<file path="src/hw/rtl/ets_pkg.sv">
// Shared types, token kind codes, scan mode codes and keyword tables
// for the expression token scanner. No dependencies.
package ets_pkg;

    localparam int unsigned MAX_TEXT_LENGTH = 65536;
    // Highest position the scanner counts to before it saturates.
    localparam logic [15:0] POS_MAX = (MAX_TEXT_LENGTH - 1 > 65535) ? 16'hFFFF
                                      : 16'(MAX_TEXT_LENGTH - 1);

    localparam logic [2:0] MODE_IDLE  = 3'd0;
    localparam logic [2:0] MODE_NUM   = 3'd1;
    localparam logic [2:0] MODE_IDENT = 3'd2;
    localparam logic [2:0] MODE_STAR  = 3'd3;
    localparam logic [2:0] MODE_PLUS  = 3'd4;

    localparam logic [3:0] K_NUM     = 4'd0;
    localparam logic [3:0] K_IDENT   = 4'd1;
    localparam logic [3:0] K_PRINT   = 4'd2;
    localparam logic [3:0] K_SQRT    = 4'd3;
    localparam logic [3:0] K_PLUS    = 4'd4;
    localparam logic [3:0] K_MINUS   = 4'd5;
    localparam logic [3:0] K_MUL     = 4'd6;
    localparam logic [3:0] K_DIV     = 4'd7;
    localparam logic [3:0] K_POW     = 4'd8;
    localparam logic [3:0] K_PLUS_EQ = 4'd9;
    localparam logic [3:0] K_LPAREN  = 4'd10;
    localparam logic [3:0] K_RPAREN  = 4'd11;
    localparam logic [3:0] K_SEMI    = 4'd12;
    localparam logic [3:0] K_ASSIGN  = 4'd13;
    localparam logic [3:0] K_ERROR   = 4'd14;
    localparam logic [3:0] K_END     = 4'd15;

    typedef struct packed {
        logic [3:0]  kind;
        logic [15:0] start;
        logic [15:0] length;
        logic [7:0]  bad;
        logic        last;
    } token_t;

    typedef struct packed {
        logic   valid;
        token_t tok;
    } token_slot_t;

    // Up to two tokens per byte: the pending one closed, then the byte's own.
    typedef struct packed {
        token_slot_t closed;
        token_slot_t fresh;
    } lex_out_t;

    function automatic logic [7:0] kw_print_char(input logic [2:0] idx);
        logic [7:0] c;
        case (idx)
            3'd0:    c = "p";
            3'd1:    c = "r";
            3'd2:    c = "i";
            3'd3:    c = "n";
            3'd4:    c = "t";
            default: c = 8'h00;
        endcase
        return c;
    endfunction

    function automatic logic [7:0] kw_sqrt_char(input logic [1:0] idx);
        logic [7:0] c;
        case (idx)
            2'd0:    c = "s";
            2'd1:    c = "q";
            2'd2:    c = "r";
            default: c = "t";
        endcase
        return c;
    endfunction

endpackage

</file>
<file path="src/hw/rtl/ets_lexer.sv">
// Scan state and per-byte token decision of the expression token scanner.
// Depends on ets_pkg.
module ets_lexer
    import ets_pkg::*;
(
    input  logic       aclk,
    input  logic       aresetn,
    input  logic       step,
    input  logic [7:0] byte_in,
    output lex_out_t   lex_out
);

    logic [2:0]  mode_reg, mode_next;
    logic [15:0] start_reg, start_next;
    logic [15:0] pos_reg, pos_next;
    logic        print_ok_reg, print_ok_next;
    logic        sqrt_ok_reg, sqrt_ok_next;

    logic [15:0] cur_len;
    logic        is_digit, is_alpha, rescan;
    logic [3:0]  one_kind;

    assign cur_len  = (pos_reg >= start_reg) ? (pos_reg - start_reg) : 16'd0;
    assign is_digit = byte_in inside {["0":"9"]};
    assign is_alpha = byte_in inside {["a":"z"], ["A":"Z"]};

    always_comb begin
        case (byte_in)
            "-":     one_kind = K_MINUS;
            "/":     one_kind = K_DIV;
            "(":     one_kind = K_LPAREN;
            ")":     one_kind = K_RPAREN;
            ";":     one_kind = K_SEMI;
            "=":     one_kind = K_ASSIGN;
            default: one_kind = K_ERROR;
        endcase
    end

    always_comb begin
        mode_next     = mode_reg;
        start_next    = start_reg;
        pos_next      = pos_reg;
        print_ok_next = print_ok_reg;
        sqrt_ok_next  = sqrt_ok_reg;
        rescan        = 1'b1;
        lex_out       = '0;

        // Close or extend the pending token.
        case (mode_reg)
            MODE_NUM: begin
                if (is_digit) begin
                    rescan = 1'b0;
                end else begin
                    lex_out.closed.valid      = 1'b1;
                    lex_out.closed.tok.kind   = K_NUM;
                    lex_out.closed.tok.start  = start_reg;
                    lex_out.closed.tok.length = cur_len;
                    mode_next = MODE_IDLE;
                end
            end
            MODE_IDENT: begin
                if (is_digit || is_alpha) begin
                    print_ok_next = print_ok_reg && (cur_len < 16'd5)
                                    && (byte_in == kw_print_char(cur_len[2:0]));
                    sqrt_ok_next  = sqrt_ok_reg && (cur_len < 16'd4)
                                    && (byte_in == kw_sqrt_char(cur_len[1:0]));
                    rescan = 1'b0;
                end else begin
                    lex_out.closed.valid      = 1'b1;
                    lex_out.closed.tok.start  = start_reg;
                    lex_out.closed.tok.length = cur_len;
                    if (print_ok_reg && cur_len == 16'd5) begin
                        lex_out.closed.tok.kind = K_PRINT;
                    end else if (sqrt_ok_reg && cur_len == 16'd4) begin
                        lex_out.closed.tok.kind = K_SQRT;
                    end else begin
                        lex_out.closed.tok.kind = K_IDENT;
                    end
                    mode_next = MODE_IDLE;
                end
            end
            MODE_STAR: begin
                lex_out.closed.valid     = 1'b1;
                lex_out.closed.tok.start = start_reg;
                if (byte_in == "*") begin
                    lex_out.closed.tok.kind   = K_POW;
                    lex_out.closed.tok.length = 16'd2;
                    rescan = 1'b0;
                end else begin
                    lex_out.closed.tok.kind   = K_MUL;
                    lex_out.closed.tok.length = 16'd1;
                end
                mode_next = MODE_IDLE;
            end
            MODE_PLUS: begin
                lex_out.closed.valid     = 1'b1;
                lex_out.closed.tok.start = start_reg;
                if (byte_in == "=") begin
                    lex_out.closed.tok.kind   = K_PLUS_EQ;
                    lex_out.closed.tok.length = 16'd2;
                    rescan = 1'b0;
                end else begin
                    lex_out.closed.tok.kind   = K_PLUS;
                    lex_out.closed.tok.length = 16'd1;
                end
                mode_next = MODE_IDLE;
            end
            default: begin
                mode_next = MODE_IDLE;
            end
        endcase

        // Scan the byte afresh from idle.
        if (rescan && byte_in == 8'h00) begin
            lex_out.fresh.valid      = 1'b1;
            lex_out.fresh.tok.kind   = K_END;
            lex_out.fresh.tok.start  = pos_reg;
            lex_out.fresh.tok.length = 16'd0;
            mode_next     = MODE_IDLE;
            start_next    = '0;
            print_ok_next = 1'b0;
            sqrt_ok_next  = 1'b0;
        end else begin
            if (rescan) begin
                if (is_digit) begin
                    mode_next  = MODE_NUM;
                    start_next = pos_reg;
                end else if (is_alpha) begin
                    mode_next     = MODE_IDENT;
                    start_next    = pos_reg;
                    print_ok_next = (byte_in == "p");
                    sqrt_ok_next  = (byte_in == "s");
                end else if (byte_in == "*") begin
                    mode_next  = MODE_STAR;
                    start_next = pos_reg;
                end else if (byte_in == "+") begin
                    mode_next  = MODE_PLUS;
                    start_next = pos_reg;
                end else if (byte_in != " ") begin
                    lex_out.fresh.valid      = 1'b1;
                    lex_out.fresh.tok.kind   = one_kind;
                    lex_out.fresh.tok.start  = pos_reg;
                    lex_out.fresh.tok.length = 16'd1;
                    lex_out.fresh.tok.bad    = (one_kind == K_ERROR) ? byte_in : 8'h00;
                end
            end
            if (pos_reg < POS_MAX) begin
                pos_next = pos_reg + 16'd1;
            end
        end

        // The end of text restarts the position count.
        if (rescan && byte_in == 8'h00) begin
            pos_next = '0;
        end

        lex_out.closed.tok.last = !lex_out.fresh.valid;
        lex_out.fresh.tok.last  = 1'b1;
    end

    always_ff @(posedge aclk) begin
        if (!aresetn) begin
            mode_reg     <= MODE_IDLE;
            start_reg    <= '0;
            pos_reg      <= '0;
            print_ok_reg <= 1'b0;
            sqrt_ok_reg  <= 1'b0;
        end else if (step) begin
            mode_reg     <= mode_next;
            start_reg    <= start_next;
            pos_reg      <= pos_next;
            print_ok_reg <= print_ok_next;
            sqrt_ok_reg  <= sqrt_ok_next;
        end
    end

endmodule

</file>
<file path="src/hw/rtl/ets_token_fifo.sv">
// Four-entry result queue that takes up to two tokens a cycle.
// Depends on ets_pkg.
module ets_token_fifo
    import ets_pkg::*;
(
    input  logic     aclk,
    input  logic     aresetn,
    input  logic     push,
    input  lex_out_t push_data,
    output logic     room_for_two,
    output logic     out_valid,
    input  logic     out_ready,
    output token_t   out_tok
);

    token_t      mem [4];
    logic [1:0]  wr_ptr_reg, wr_ptr_next;
    logic [1:0]  rd_ptr_reg, rd_ptr_next;
    logic [2:0]  count_reg, count_next;
    logic [1:0]  push_n;
    logic        pop;
    token_t      first_tok;

    assign push_n = push ? ({1'b0, push_data.closed.valid} + {1'b0, push_data.fresh.valid})
                         : 2'd0;
    assign first_tok    = push_data.closed.valid ? push_data.closed.tok : push_data.fresh.tok;
    assign pop          = out_valid && out_ready;
    assign room_for_two = (count_reg <= 3'd2);
    assign out_valid    = (count_reg != 3'd0);
    assign out_tok      = mem[rd_ptr_reg];

    assign wr_ptr_next = wr_ptr_reg + push_n;
    assign rd_ptr_next = rd_ptr_reg + {1'b0, pop};
    assign count_next  = count_reg + {1'b0, push_n} - {2'b00, pop};

    always_ff @(posedge aclk) begin
        if (push_n != 2'd0) begin
            mem[wr_ptr_reg] <= first_tok;
        end
        if (push_n == 2'd2) begin
            mem[wr_ptr_reg + 2'd1] <= push_data.fresh.tok;
        end
    end

    always_ff @(posedge aclk) begin
        if (!aresetn) begin
            wr_ptr_reg <= '0;
            rd_ptr_reg <= '0;
            count_reg  <= '0;
        end else begin
            wr_ptr_reg <= wr_ptr_next;
            rd_ptr_reg <= rd_ptr_next;
            count_reg  <= count_next;
        end
    end

endmodule

</file>
<file path="src/hw/rtl/expression_token_scanner.sv">
// Expression token scanner: streaming lexer for a small arithmetic language.
// Source bytes come in on the s_ channel, one byte per word; tokens leave on the
// m_ channel as kind, start position and length, one token per word. A byte that
// closes a pending number, identifier or operator and is then its own token
// gives two words; m_last_of_run marks the final word of each byte. Byte
// zero closes any pending token, then sends END and restarts the position at 0.
// An accepted byte is held in the input register and scanned from there; its
// tokens are written into the token queue and offered from that queue.
// Throughput: one byte per cycle while each byte gives at most one token and the
// receiver keeps up; the four-word token queue absorbs the extra word of a byte
// that gives two tokens.
// Stall: when the receiver drops m_ready the queue fills; the scanner holds its
// input byte once fewer than two queue entries are free, and s_ready then falls.
// s_ready depends only on registered state, never on m_ready in the same cycle.
// Reset (aresetn low, synchronous): drop all queued tokens and the held byte,
// return the scanner to idle with position and token start at zero.
// Depends on ets_pkg, ets_lexer and ets_token_fifo.
module expression_token_scanner
    import ets_pkg::*;
(
    input  logic        aclk,
    input  logic        aresetn,
    input  logic        s_valid,
    output logic        s_ready,
    input  logic [7:0]  s_source_byte,
    output logic        m_valid,
    input  logic        m_ready,
    output logic [3:0]  m_token_kind,
    output logic [15:0] m_token_start,
    output logic [15:0] m_token_length,
    output logic [7:0]  m_bad_byte,
    output logic        m_last_of_run
);

    logic       in_valid_reg;
    logic [7:0] in_byte_reg;
    logic       room_for_two;
    logic       advance;
    lex_out_t   lex_out;
    token_t     out_tok;

    // Scan the held byte only when the queue can take both of its tokens.
    assign advance = in_valid_reg && room_for_two;
    assign s_ready = !in_valid_reg || advance;

    // Input register: hold the byte until the scanner takes it.
    always_ff @(posedge aclk) begin
        if (!aresetn) begin
            in_valid_reg <= 1'b0;
        end else if (s_ready) begin
            in_valid_reg <= s_valid;
        end
    end

    always_ff @(posedge aclk) begin
        if (s_ready && s_valid) begin
            in_byte_reg <= s_source_byte;
        end
    end

    ets_lexer u_lexer (
        .aclk    (aclk),
        .aresetn (aresetn),
        .step    (advance),
        .byte_in (in_byte_reg),
        .lex_out (lex_out)
    );

    ets_token_fifo u_fifo (
        .aclk         (aclk),
        .aresetn      (aresetn),
        .push         (advance),
        .push_data    (lex_out),
        .room_for_two (room_for_two),
        .out_valid    (m_valid),
        .out_ready    (m_ready),
        .out_tok      (out_tok)
    );

    assign m_token_kind   = out_tok.kind;
    assign m_token_start  = out_tok.start;
    assign m_token_length = out_tok.length;
    assign m_bad_byte     = out_tok.bad;
    assign m_last_of_run  = out_tok.last;

endmodule
</file>
<file path="config.mk">
export PLATFORM = sky130hd
export DESIGN_NAME = expression_token_scanner
export DESIGN_NICKNAME = d
export VERILOG_FILES = /design/src/hw/rtl/ets_pkg.sv /design/src/hw/rtl/ets_lexer.sv /design/src/hw/rtl/ets_token_fifo.sv /design/src/hw/rtl/expression_token_scanner.sv
export SDC_FILE = /design/constraint.sdc
export NUM_CORES = 1
export LEC_CHECK = 0
export ABC_AREA = 1
export BUFFER_PORTS_ARGS = -buffer_cell sky130_fd_sc_hd__buf_2
export CORE_ASPECT_RATIO = 1.5
export CORE_MARGIN = 2
export CORE_UTILIZATION = 55
export DETAILED_ROUTE_END_ITERATION = 12
export MAX_ROUTING_LAYER = met4
export PLACE_DENSITY = 0.82
export SLEW_MARGIN = 0
export SYNTH_ARGS = -nofsm -noshare
export SYNTH_HDL_FRONTEND = slang
export SYNTH_SLANG_ARGS = --single-unit
export TNS_END_PERCENT = 1
</file>
<file path="constraint.sdc">
create_clock -name aclk -period 11.8 [get_ports aclk]
set_input_delay 1.18 -clock aclk [delete_from_list [all_inputs] [get_ports aclk]]
set_output_delay 1.18 -clock aclk [all_outputs]
set_load 0.05 [all_outputs]
</file>
==> summary.txt, run 1 <==
Longest Clk Path Bufs = 3
Count of final setup violators = 0
R2r worst-path depth = 21
Final wirelength = 33.7 mm
Ports = 59
CTS Buf Count = 22
Post-synth design cell area = 12,000 um2
Routed vias = 11,024
Max FO, Critical Path = 52
Max-Cap Viols = 0
Vias in the first global route = 10,566
WS Path Type = reg -> reg
Actual slew at the worst max-slew pin = 0.995 ns
Crit path DAT = 5.95 ns
First-pass DRT Iterations = 5
F_max = 0.175 GHz
Hold endpoint = u_fifo.mem[3][17]
CTS tree = done
Ant diodes = 0
Worst VDD drop = 0.104 mV
Post-synth EDFFs = 124
Flop and latch count out of synthesis = 233
Final TNS setup = 0 ns
Buffers added on ports = 58
Dpl hpwl = 23.0 mm
Crit. End Element = register
Critical path required time = 12.05 ns
Syn_nets = 1,507
Clock sink total = 233
Drt initial violations = 1,191
Most frequent cells in the layout = nand2_1 (207), nor2_1 (203), o21ai_0 (169)
Site Rows = 66
WL/cell = 19.0 um
Final core utilization = 61.0%
Setup Fix Bufs, Post-CTS = 0
Fin crit period = 5.70 ns
Max Slew Vio Count = 0
LEAKAGE = 0.00534 uW
Die Span Y = 185 um
Tot Pwr = 2610 uW
Cts repair resizes = 0
Startpoint class of the critical path = register
Remaining global-route overflow = 0
Hold bufs inserted after CTS = 0
Initial Util = 55.8%
DRC errors left = 0
Via/cell ratio = 6.21
Yosys cell types = 48
Top FF cell, synth = edfxtp_1
WHS Path Cells = 2
Syn Inst Count = 1,470
WHS = 0.458 ns
Pwr/cell area = 198 nW/um2
H-tree levels = 1
Die area = 23,100 um2
Status = complete, no violations
Core box area = 21,600 um2
HP Class = reg -> reg
Largest net degree at the start of global routing = 93
HP Start = u_fifo.mem[3][17]
Endpoints failing hold = 0
Max reg flops = 180
Async S/R FF share, synth = 0%
GRT Total Usage = 29.4%
Warnings from Yosys = 0
Synth-to-layout area growth = 9.32%
RR Endpoint = u_fifo.mem[1][4]
NumNets Final = 1,525
Worst-path clk slew = 0.07 ns
CTS Root Cell = clkbuf_16
R2R Setup Slk = 6.10 ns
Worst rel slew slack = 33.5%
Top cells by area, synth = edfxtp_1 (31%), dfxtp_1 (18%), o21ai_0 (7.0%)
Most common cell after layout, fill and taps aside = nand2_1
Final Skew = 0.0145 ns
RSZ-0062 raised after global routing = false
Initial antenna violation count = 0
Critical R2R Launch = in_byte_reg[1]
Register area share after synthesis = 49.1%
Die width = 125 um
First-pass GRT wire length = 53.3 mm
Cell taking the most area after synthesis = edfxtp_1
Antenna Nets Post-Route = 0
Gp weighted congestion = 0.982
Post-synth top area share = 31.0%
Avg Synthesized Cell Area = 8.18 um2
Final period util = 48.3%
Layout cell share with drive strength beyond 1 = 10.5%
Clk_lat worst skew = 0.51 ns
## worst max-delay path, cell delays in order, from the launching register on
cell      delay, ns
edfxtp_1       0.55
nand2_1        0.20
inv_1          0.08
o211ai_1       0.19
nand4_2        0.19
nand2_2        0.12
inv_2          0.04
nand2_2        0.09
o21ai_4        0.16
nor2_4         0.67
inv_1          0.32
ha_1           0.38
inv_1          0.06
nor2_1         0.06
nor2_1         0.15
inv_1          0.10
nand2_1        0.07
buf_4          0.47
nand2_1        0.75
buf_4          0.45
nand2_1        0.22
nor2_1         0.08
## synth_stat cells (15+ instances only)
cell      count
clkbuf_1     65
o21ai_1      17
nor2_1      203
a21oi_1      58
nor3_1       15
edfxtp_1    124
nand4_1      18
dfxtp_1     109
o22ai_1     125
inv_1       126
nand2_1     207
ha_1         23
nand3_1      97
o21ai_0     169
## metrics by stage
step                      cells  setup slack [ns]  area [um2]
after floorplan            1470              7.78       12000
after global placement     1736              6.38       12400
after detailed placement   1736              6.18       12400
after CTS                  1775              6.14       13100
after global routing       1775              5.67       13100
final                      1775              6.10       13100
## logic make-up after synthesis
logic type	after synthesis	share of synthesized area [%]
buf+inv	217	7.01
compound gates	406	19.3
flops	233	49.1
xor+xnor	12	0.874
simple gates	577	21.0
fa+ha+maj	25	2.73
## per-layer routing
metal  track usage (%)  wire length, um
met1              34.3            12600
met2              50.3            16700
met3              3.93             2890
met4              14.0             1500
met5                 -                0
## power by group
part / switching, uW / internal, uW
logic: 770 / 230
clock network: 307 / 384
registers: 22.7 / 894
total: 1100 / 1510
## cell type report
type	instances	area (um2)
well taps	272	340
multi-input cells	1020	5270
flip-flops and latches	233	5910
inverters	138	523
clock buffers	30	646
clock inverters	9	50.0
repair buffers	73	403
fillers	1817	8410
## how the worst max path moves through the flow
stage | startpoint | to | slack, ns | cells past startpoint
floorplan | in_byte_reg[2] | u_fifo.mem[0][1] | 7.78 | 25
global route | in_byte_reg[1] | u_fifo.mem[1][4] | 5.67 | 21
detailed placement | in_byte_reg[1] | u_fifo.mem[1][5] | 6.18 | 21
global placement | in_byte_reg[1] | u_fifo.mem[1][5] | 6.38 | 21
CTS | in_byte_reg[1] | u_fifo.mem[1][4] | 6.14 | 21
finish | in_byte_reg[1] | u_fifo.mem[1][4] | 6.10 | 21
Note: power is estimated with default switching activity, not from simulation.
==> run 2, diff against run 1 <==
--- a/config.mk
+++ b/config.mk
@@ -5,7 +5,7 @@
 export SDC_FILE = /design/constraint.sdc
 export NUM_CORES = 1
 export LEC_CHECK = 0
-export ABC_AREA = 1
+export ABC_AREA = 0
 export BUFFER_PORTS_ARGS = -buffer_cell sky130_fd_sc_hd__buf_2
 export CORE_ASPECT_RATIO = 1.5
 export CORE_MARGIN = 2
==> constraint.sdc (replaced) <==
create_clock -name aclk -period 5.6 [get_ports aclk]
set_input_delay 0.56 -clock aclk [delete_from_list [all_inputs] [get_ports aclk]]
set_output_delay 0.56 -clock aclk [all_outputs]
set_load 0.05 [all_outputs]
==> summary.txt, run 2 <==
Post-synth design cell area = 12,100 um2 (+0.39%)
CP most frequent cell = nor2_1
Post-synth EDFFs = 124 (unchanged)
Ant diodes = 0 (unchanged)
Largest net degree at the start of global routing = 47 (-49%)
Endpoints failing hold = 0 (unchanged)
Internal = 3120 uW (+110%)
Most frequent cell after synthesis = edfxtp_1
Die width = 125 um (+0.19%)
Buffers added on ports = 58 (unchanged)
NumNets Final = 1,195 (-22%)
Status = complete, no violations
Die area = 23,200 um2 (+0.38%)
CTS tree = done
Tot Pwr = 4590 uW (+76%)
Site Rows = 66 (unchanged)
Top cells by area, synth = edfxtp_1 (31%), dfxtp_1 (18%), mux4_2 (8.4%)
Hold endpoint = in_byte_reg[6]
Worst-path clk slew = 0.07 ns (about the same)
Crit path DAT = 5.30 ns (-0.65 ns)
Worst VDD drop = 0.305 mV (+190%)
HP Class = in -> reg
First-pass GRT wire length = 50.7 mm (-4.9%)
Cell taking the most area after synthesis = edfxtp_1
DP Worst Slack = 0.711 ns (-5.47 ns)
Hold bufs inserted after CTS = 0 (unchanged)
Sequential share of power = 44.0% (+8.8 points)
Async S/R FF share, synth = 0% (unchanged)
Switching share of power = 32.0% (-10 points)
Layout cell share with drive strength beyond 1 = 15.5% (+5.0 points)
Setup ws final = 0.558 ns (-5.54 ns)
Clk pwr share = 34.1% (+7.6 points)
Post-synth top area share = 30.9% (-0.12 points)
RR Endpoint = u_fifo.mem[3][28]
Gp weighted congestion = 1.00 (+2.1%)
R2r worst-path depth = 13 (-38%)
Drt initial violations = 975 (-18%)
CTS Root Cell = clkbuf_16
Routed vias = 9,613 (-13%)
Dpl hpwl = 22.2 mm (-3.3%)
Critical R2R Launch = in_byte_reg[2]
Die Span Y = 185 um (+0.19%)
Yosys cell types = 77 (+60%)
Most common cell after layout, fill and taps aside = edfxtp_1
Slowest cell on the critical path = edfxtp_1
Fin crit period = 5.04 ns (-0.660 ns)
Leading cell types by count after synthesis = edfxtp_1 (124), dfxtp_1 (109), nand3_1 (101)
Crit-path leading delay family = compound AO/OA/AOI/OAI gates
LEAKAGE = 0.00470 uW (-12%)
Max Slew Vio Count = 0 (unchanged)
Max reg flops = 180 (unchanged)
Syn Inst Count = 1,142 (-22%)
WS Path Type = reg -> reg
Synth-to-layout area growth = 10.2%
Startpoint class of the critical path = register
Syn_nets = 1,179 (-22%)
Initial Util = 55.8% (about the same)
Final TNS setup = 0 ns (unchanged)
Register area share after synthesis = 48.9% (-0.19 points)
Most frequent cells in the layout = edfxtp_1 (124), dfxtp_1 (107), nand3_1 (101)
Actual slew at the worst max-slew pin = 1.03 ns (+0.0396 ns)
Core box area = 21,600 um2 (+0.38%)
DRC errors left = 0 (unchanged)
Crit. End Element = register
CP cell instances = o21ai_0 -> nand2_1 -> a31oi_1 -> nor2_1 -> nor2_1 -> buf_4 -> clkinv_1 -> ha_1 -> o21ai_0 -> nor2_1 -> a21oi_1 -> nor2_2 -> a22o_1
Antenna Nets Post-Route = 0 (unchanged)
RSZ-0062 raised after global routing = false
Clk_lat worst skew = 0.53 ns (+0.02 ns)
Max-Cap Viols = 0 (unchanged)
Flop and latch count out of synthesis = 233 (unchanged)
Remaining global-route overflow = 0 (unchanged)
H-tree levels = 1 (unchanged)
Ports = 59 (unchanged)
R2R Setup Slk = 0.56 ns (-5.54 ns)
Vias in the first global route = 9,599 (-9.2%)
Avg Synthesized Cell Area = 10.6 um2 (+29%)
First-pass DRT Iterations = 6 (+1)
Via/cell ratio = 6.65 (+7.0%)
Critical path required time = 5.86 ns (-6.19 ns)
Combinational power share = 21.9% (-16 points)
Setup Fix Bufs, Post-CTS = 0 (unchanged)
Count of final setup violators = 0 (unchanged)
Final core utilization = 61.5% (+0.50 points)
Final Skew = 0.0231 ns (+0.00860 ns)
WL/cell = 22.2 um (+17%)
Worst rel slew slack = 31.0% (-2.5 points)
Final period util = 90.0% (+42 points)
Top FF cell, synth = edfxtp_1
Clock sink total = 233 (unchanged)
Initial antenna violation count = 0 (unchanged)
Warnings from Yosys = 0 (unchanged)
Longest Clk Path Bufs = 3 (unchanged)
CTS Buf Count = 22 (unchanged)
Worst Path Buf+Inv = 2 (-5)
F_max = 0.198 GHz (+13%)
Critical path origin = in_byte_reg[2]
WHS = 0.213 ns (-0.245 ns)
WHS Path Cells = 1 (-1)
HP Start = s_source_byte[6]
Cts repair resizes = 0 (unchanged)
Net Switching = 1470 uW (+34%)
Max FO, Critical Path = 20 (-62%)
Final wirelength = 32.1 mm (-4.8%)
GRT Total Usage = 28.4% (-0.99 points)
Pwr/cell area = 345 nW/um2 (+74%)
Slowest stage delay, CP = 0.64 ns (-0.11 ns)
-- run 2: changes by cell type in the layout (fill, tap and decap cells not counted), moves of 64 or more --
cell	delta
nor2_1	-131
o22ai_1	-111
o21ai_0	-84
inv_1	-91
a22o_1	+64
nand2_1	-131
-- run 2: stage by stage --
| stage | instances | area, um2 |
|---|---|---|
| final | 1446 | 13300 |
| after global routing | 1446 | 13300 |
| after CTS | 1446 | 13300 |
| after detailed placement | 1406 | 12500 |
| after global placement | 1406 | 12500 |
| after floorplan | 1142 | 12100 |
-- run 2: cell type report --
class / instances / area (um2)
Clock buffer: 26 / 597
Clock inverter: 14 / 158
Fill cell: 1738 / 8340
Inverter: 37 / 139
Multi-Input combinational cell: 783 / 5670
Sequential cell: 233 / 5910
Tap cell: 272 / 340
Timing Repair Buffer: 81 / 488
-- run 2: cells by family (layout without fill, tap and decap cells) --
group	after synthesis	in the layout	share of synthesized area (%)
XOR/XNOR	27	27	1.96
multiplexers	47	47	8.56
buffers and inverters	126	158	4.16
AND/OR/NAND/NOR	384	384	16.2
AO/OA/AOI/OAI	300	300	17.5
flip-flops	233	233	48.9
adder cells (fa/ha/maj)	25	25	2.72
-- run 2: how the worst max path moves through the flow --
stage	endpoint	slack, ns	cells after the start
finish	u_fifo.mem[3][28]	0.56	13
global route	u_fifo.mem[3][28]	0.29	13
CTS	u_fifo.mem[2][27]	0.71	12
detailed placement	u_fifo.mem[2][36]	0.71	12
global placement	u_fifo.mem[2][34]	0.86	12
floorplan	u_fifo.mem[1][0]	1.45	12
-- run 2: power by group through the flow --
stage	clock (uW)	combinational (uW)	sequential, uW
6_report	1560	1010	2020
5_1_grt	1640	1060	2040
2_1_floorplan	0	874	1930
4_1_cts	1570	1010	2020
3_3_place_gp	0	995	2050
3_5_place_dp	0	1000	2060
-- run 2: per-layer routing --
metal,track usage [%],part of all wire (%),vias to the layer above
met1,32.4,36,4611
met2,49.4,51,490
met4,14.8,5.4,0
met3,3.21,7.3,136
li1,-,-,4376
met5,-,0,-
==> run 3, diff against run 2 <==
--- a/config.mk
+++ b/config.mk
@@ -6,10 +6,11 @@
 export NUM_CORES = 1
 export LEC_CHECK = 0
 export ABC_AREA = 0
+export ABC_CLOCK_PERIOD_IN_PS = 5600
 export BUFFER_PORTS_ARGS = -buffer_cell sky130_fd_sc_hd__buf_2
 export CORE_ASPECT_RATIO = 1.5
-export CORE_MARGIN = 2
 export CORE_UTILIZATION = 55
+export CTS_BUF_LIST = sky130_fd_sc_hd__clkbuf_16
 export DETAILED_ROUTE_END_ITERATION = 12
 export MAX_ROUTING_LAYER = met4
 export PLACE_DENSITY = 0.82
==> summary.txt, run 3 (same netlist as run 2, synthesis figures left out) <==
Status = complete, no violations
Met3 global-route usage = 3.50% (+0.30 points)
Die area = 22,600 um2 (-2.7%)
First-pass GRT wire length = 50.3 mm (-0.79%)
Startpoint class of the critical path = register
Final TNS setup = 0 ns (unchanged)
Cts repair resizes = 0 (unchanged)
Final core utilization = 61.5% (about the same)
Longest Clk Path Bufs = 3 (unchanged)
Largest net degree at the start of global routing = 47 (unchanged)
Layout cell share with drive strength beyond 1 = 15.8% (+0.31 points)
Slowest stage delay, CP = 0.67 ns (+0.03 ns)
CP cell instances = or4_4 -> o221ai_4 -> a21oi_1 -> o311ai_4 -> nand4b_4 -> inv_1 -> ha_1 -> o21ai_0 -> nor2_1 -> a21oi_1 -> nor2_2 -> a22o_1
Worst rel slew slack = 32.7% (+1.7 points)
Setup Fix Bufs, Post-CTS = 0 (unchanged)
Final Skew = 0.0201 ns (-0.00302 ns)
Vias in the first global route = 9,489 (-1.1%)
Max FO, Critical Path = 20 (unchanged)
First-pass DRT Iterations = 6 (unchanged)
Grt peak-use layer = met2
Actual slew at the worst max-slew pin = 1.01 ns (-0.0250 ns)
Die Span Y = 183 um (-1.1%)
GRT Total Usage = 30.0% (+1.6 points)
CTS Buf Count = 23 (+4.5%)
Filler instances = 1,718 (-1.2%)
Multi-input gate area = 5670 um2 (unchanged)
Remaining global-route overflow = 0 (unchanged)
Via/cell ratio = 6.58 (-0.99%)
Gp weighted congestion = 0.964 (-3.8%)
Clock sink total = 233 (unchanged)
Slowest cell on the critical path = or4_4
GR Util met2 = 52.1% (+2.6 points)
Worst Path Buf+Inv = 1 (-1)
Fin crit period = 4.89 ns (-0.154 ns)
Pwr/cell area = 345 nW/um2 (about the same)
FF/Latch Area = 5910 um2 (unchanged)
H-tree levels = 1 (unchanged)
Count of final setup violators = 0 (unchanged)
Max Slew Vio Count = 0 (unchanged)
Initial antenna violation count = 0 (unchanged)
CTS tree = done
Routed vias = 9,531 (-0.85%)
Ant diodes = 0 (unchanged)
Max-Cap Viols = 0 (unchanged)
Die width = 123 um (-1.6%)
Met1 usage = 34.0% (+1.5 points)
WL/cell = 22.0 um (-1.0%)
Drt initial violations = 872 (-11%)
Crit. End Element = register
NumNets Final = 1,196 (+0.084%)
DRC errors left = 0 (unchanged)
Hold bufs inserted after CTS = 0 (unchanged)
Ports = 59 (unchanged)
Final period util = 87.3% (-2.8 points)
Clk_lat worst skew = 0.52 ns (about the same)
CP most frequent cell = a21oi_1
Crit path DAT = 5.15 ns (-0.15 ns)
WS Path Type = reg -> reg
Most common cell after layout, fill and taps aside = edfxtp_1
Buffers added on ports = 58 (unchanged)
Core box area = 21,600 um2 (unchanged)
F_max = 0.205 GHz (+3.2%)
RSZ-0062 raised after global routing = false
Post-route cell area = 13,300 um2 (about the same)
Final wirelength = 31.8 mm (-0.89%)
CTS Root Cell = clkbuf_16
Antenna Nets Post-Route = 0 (unchanged)
Initial Util = 55.8% (unchanged)
Crit-path leading delay family = compound AO/OA/AOI/OAI gates
Worst-path clk slew = 0.06 ns (about the same)
Critical path required time = 5.86 ns (about the same)
Endpoints failing hold = 0 (unchanged)
Most frequent cells in the layout = edfxtp_1 (124), dfxtp_1 (107), nand3_1 (101)
Dpl hpwl = 21.9 mm (-1.3%)
HP Class = in -> reg
Tot Pwr = 4590 uW (about the same)
Synth-to-layout area growth = 10.3% (about the same)
Site Rows = 66 (unchanged)
Post-DP Area = 12,500 um2 (about the same)
Max reg flops = 180 (unchanged)
Worst VDD drop = 0.277 mV (-9.2%)
LEAKAGE = 0.00471 uW (+0.30%)
## run 3: cell count changes in the layout (fill, tap and decap cells not counted)
| cell | delta |
|---|---|
| inv_1 | +1 |
| clkbuf_16 | +1 |
| buf_12 | -1 |
| clkinv_8 | -1 |
| clkinv_4 | +1 |
| clkinv_2 | +2 |
| clkbuf_1 | -2 |
| inv_2 | +1 |
| clkinv_1 | -1 |
| buf_4 | +1 |
| clkinvlp_4 | +1 |
| clkbuf_8 | -1 |
## run 3: final cells by class
cell class / instances / share of cell area [%]
multi-input cells: 783 / 42.6
clock inverters: 18 / 1.29
inverters: 37 / 1.04
well taps: 272 / 2.56
repair buffers: 81 / 3.57
clock buffers: 24 / 4.51
flip-flops and latches: 233 / 44.4
## run 3: path summary, 6_finish.rpt
path | start | end | slack (ns) | cells past startpoint
setup / recovery | in_byte_reg[2] | u_fifo.mem[3][30] | 0.71 | 12
hold / removal | s_source_byte[0] | in_byte_reg[0] | 0.22 | 1
setup reg to reg | in_byte_reg[2] | u_fifo.mem[3][30] | 0.71 | 12
hold reg to reg | u_fifo.mem[1][0] | u_fifo.mem[1][0] | 0.47 | 1
## run 3: metrics by stage
| stage | std cells | setup WS, ns | hold slack (ns) |
|---|---|---|---|
| finish | 1448 | 0.712 | 0.221 |
| global route | 1448 | 0.423 | 0.213 |
| CTS | 1448 | 0.772 | 0.212 |
| detailed placement | 1406 | 0.818 | 0.456 |
| global placement | 1406 | 0.945 | 0.439 |
| floorplan | 1142 | 1.45 | 0.431 |
## run 3: report_power, final
part           leakage (uW)  switching (uW)  internal [uW]
registers           0.00207             144           1870
clock network      0.000393             655            920
logic               0.00225             657            342
## run 3: layer usage
layer,share of wire [%],vias to the layer above
li1,-,4378
met2,52,421
met1,37,4617
met4,4.8,0
met5,0,-
met3,6.2,115
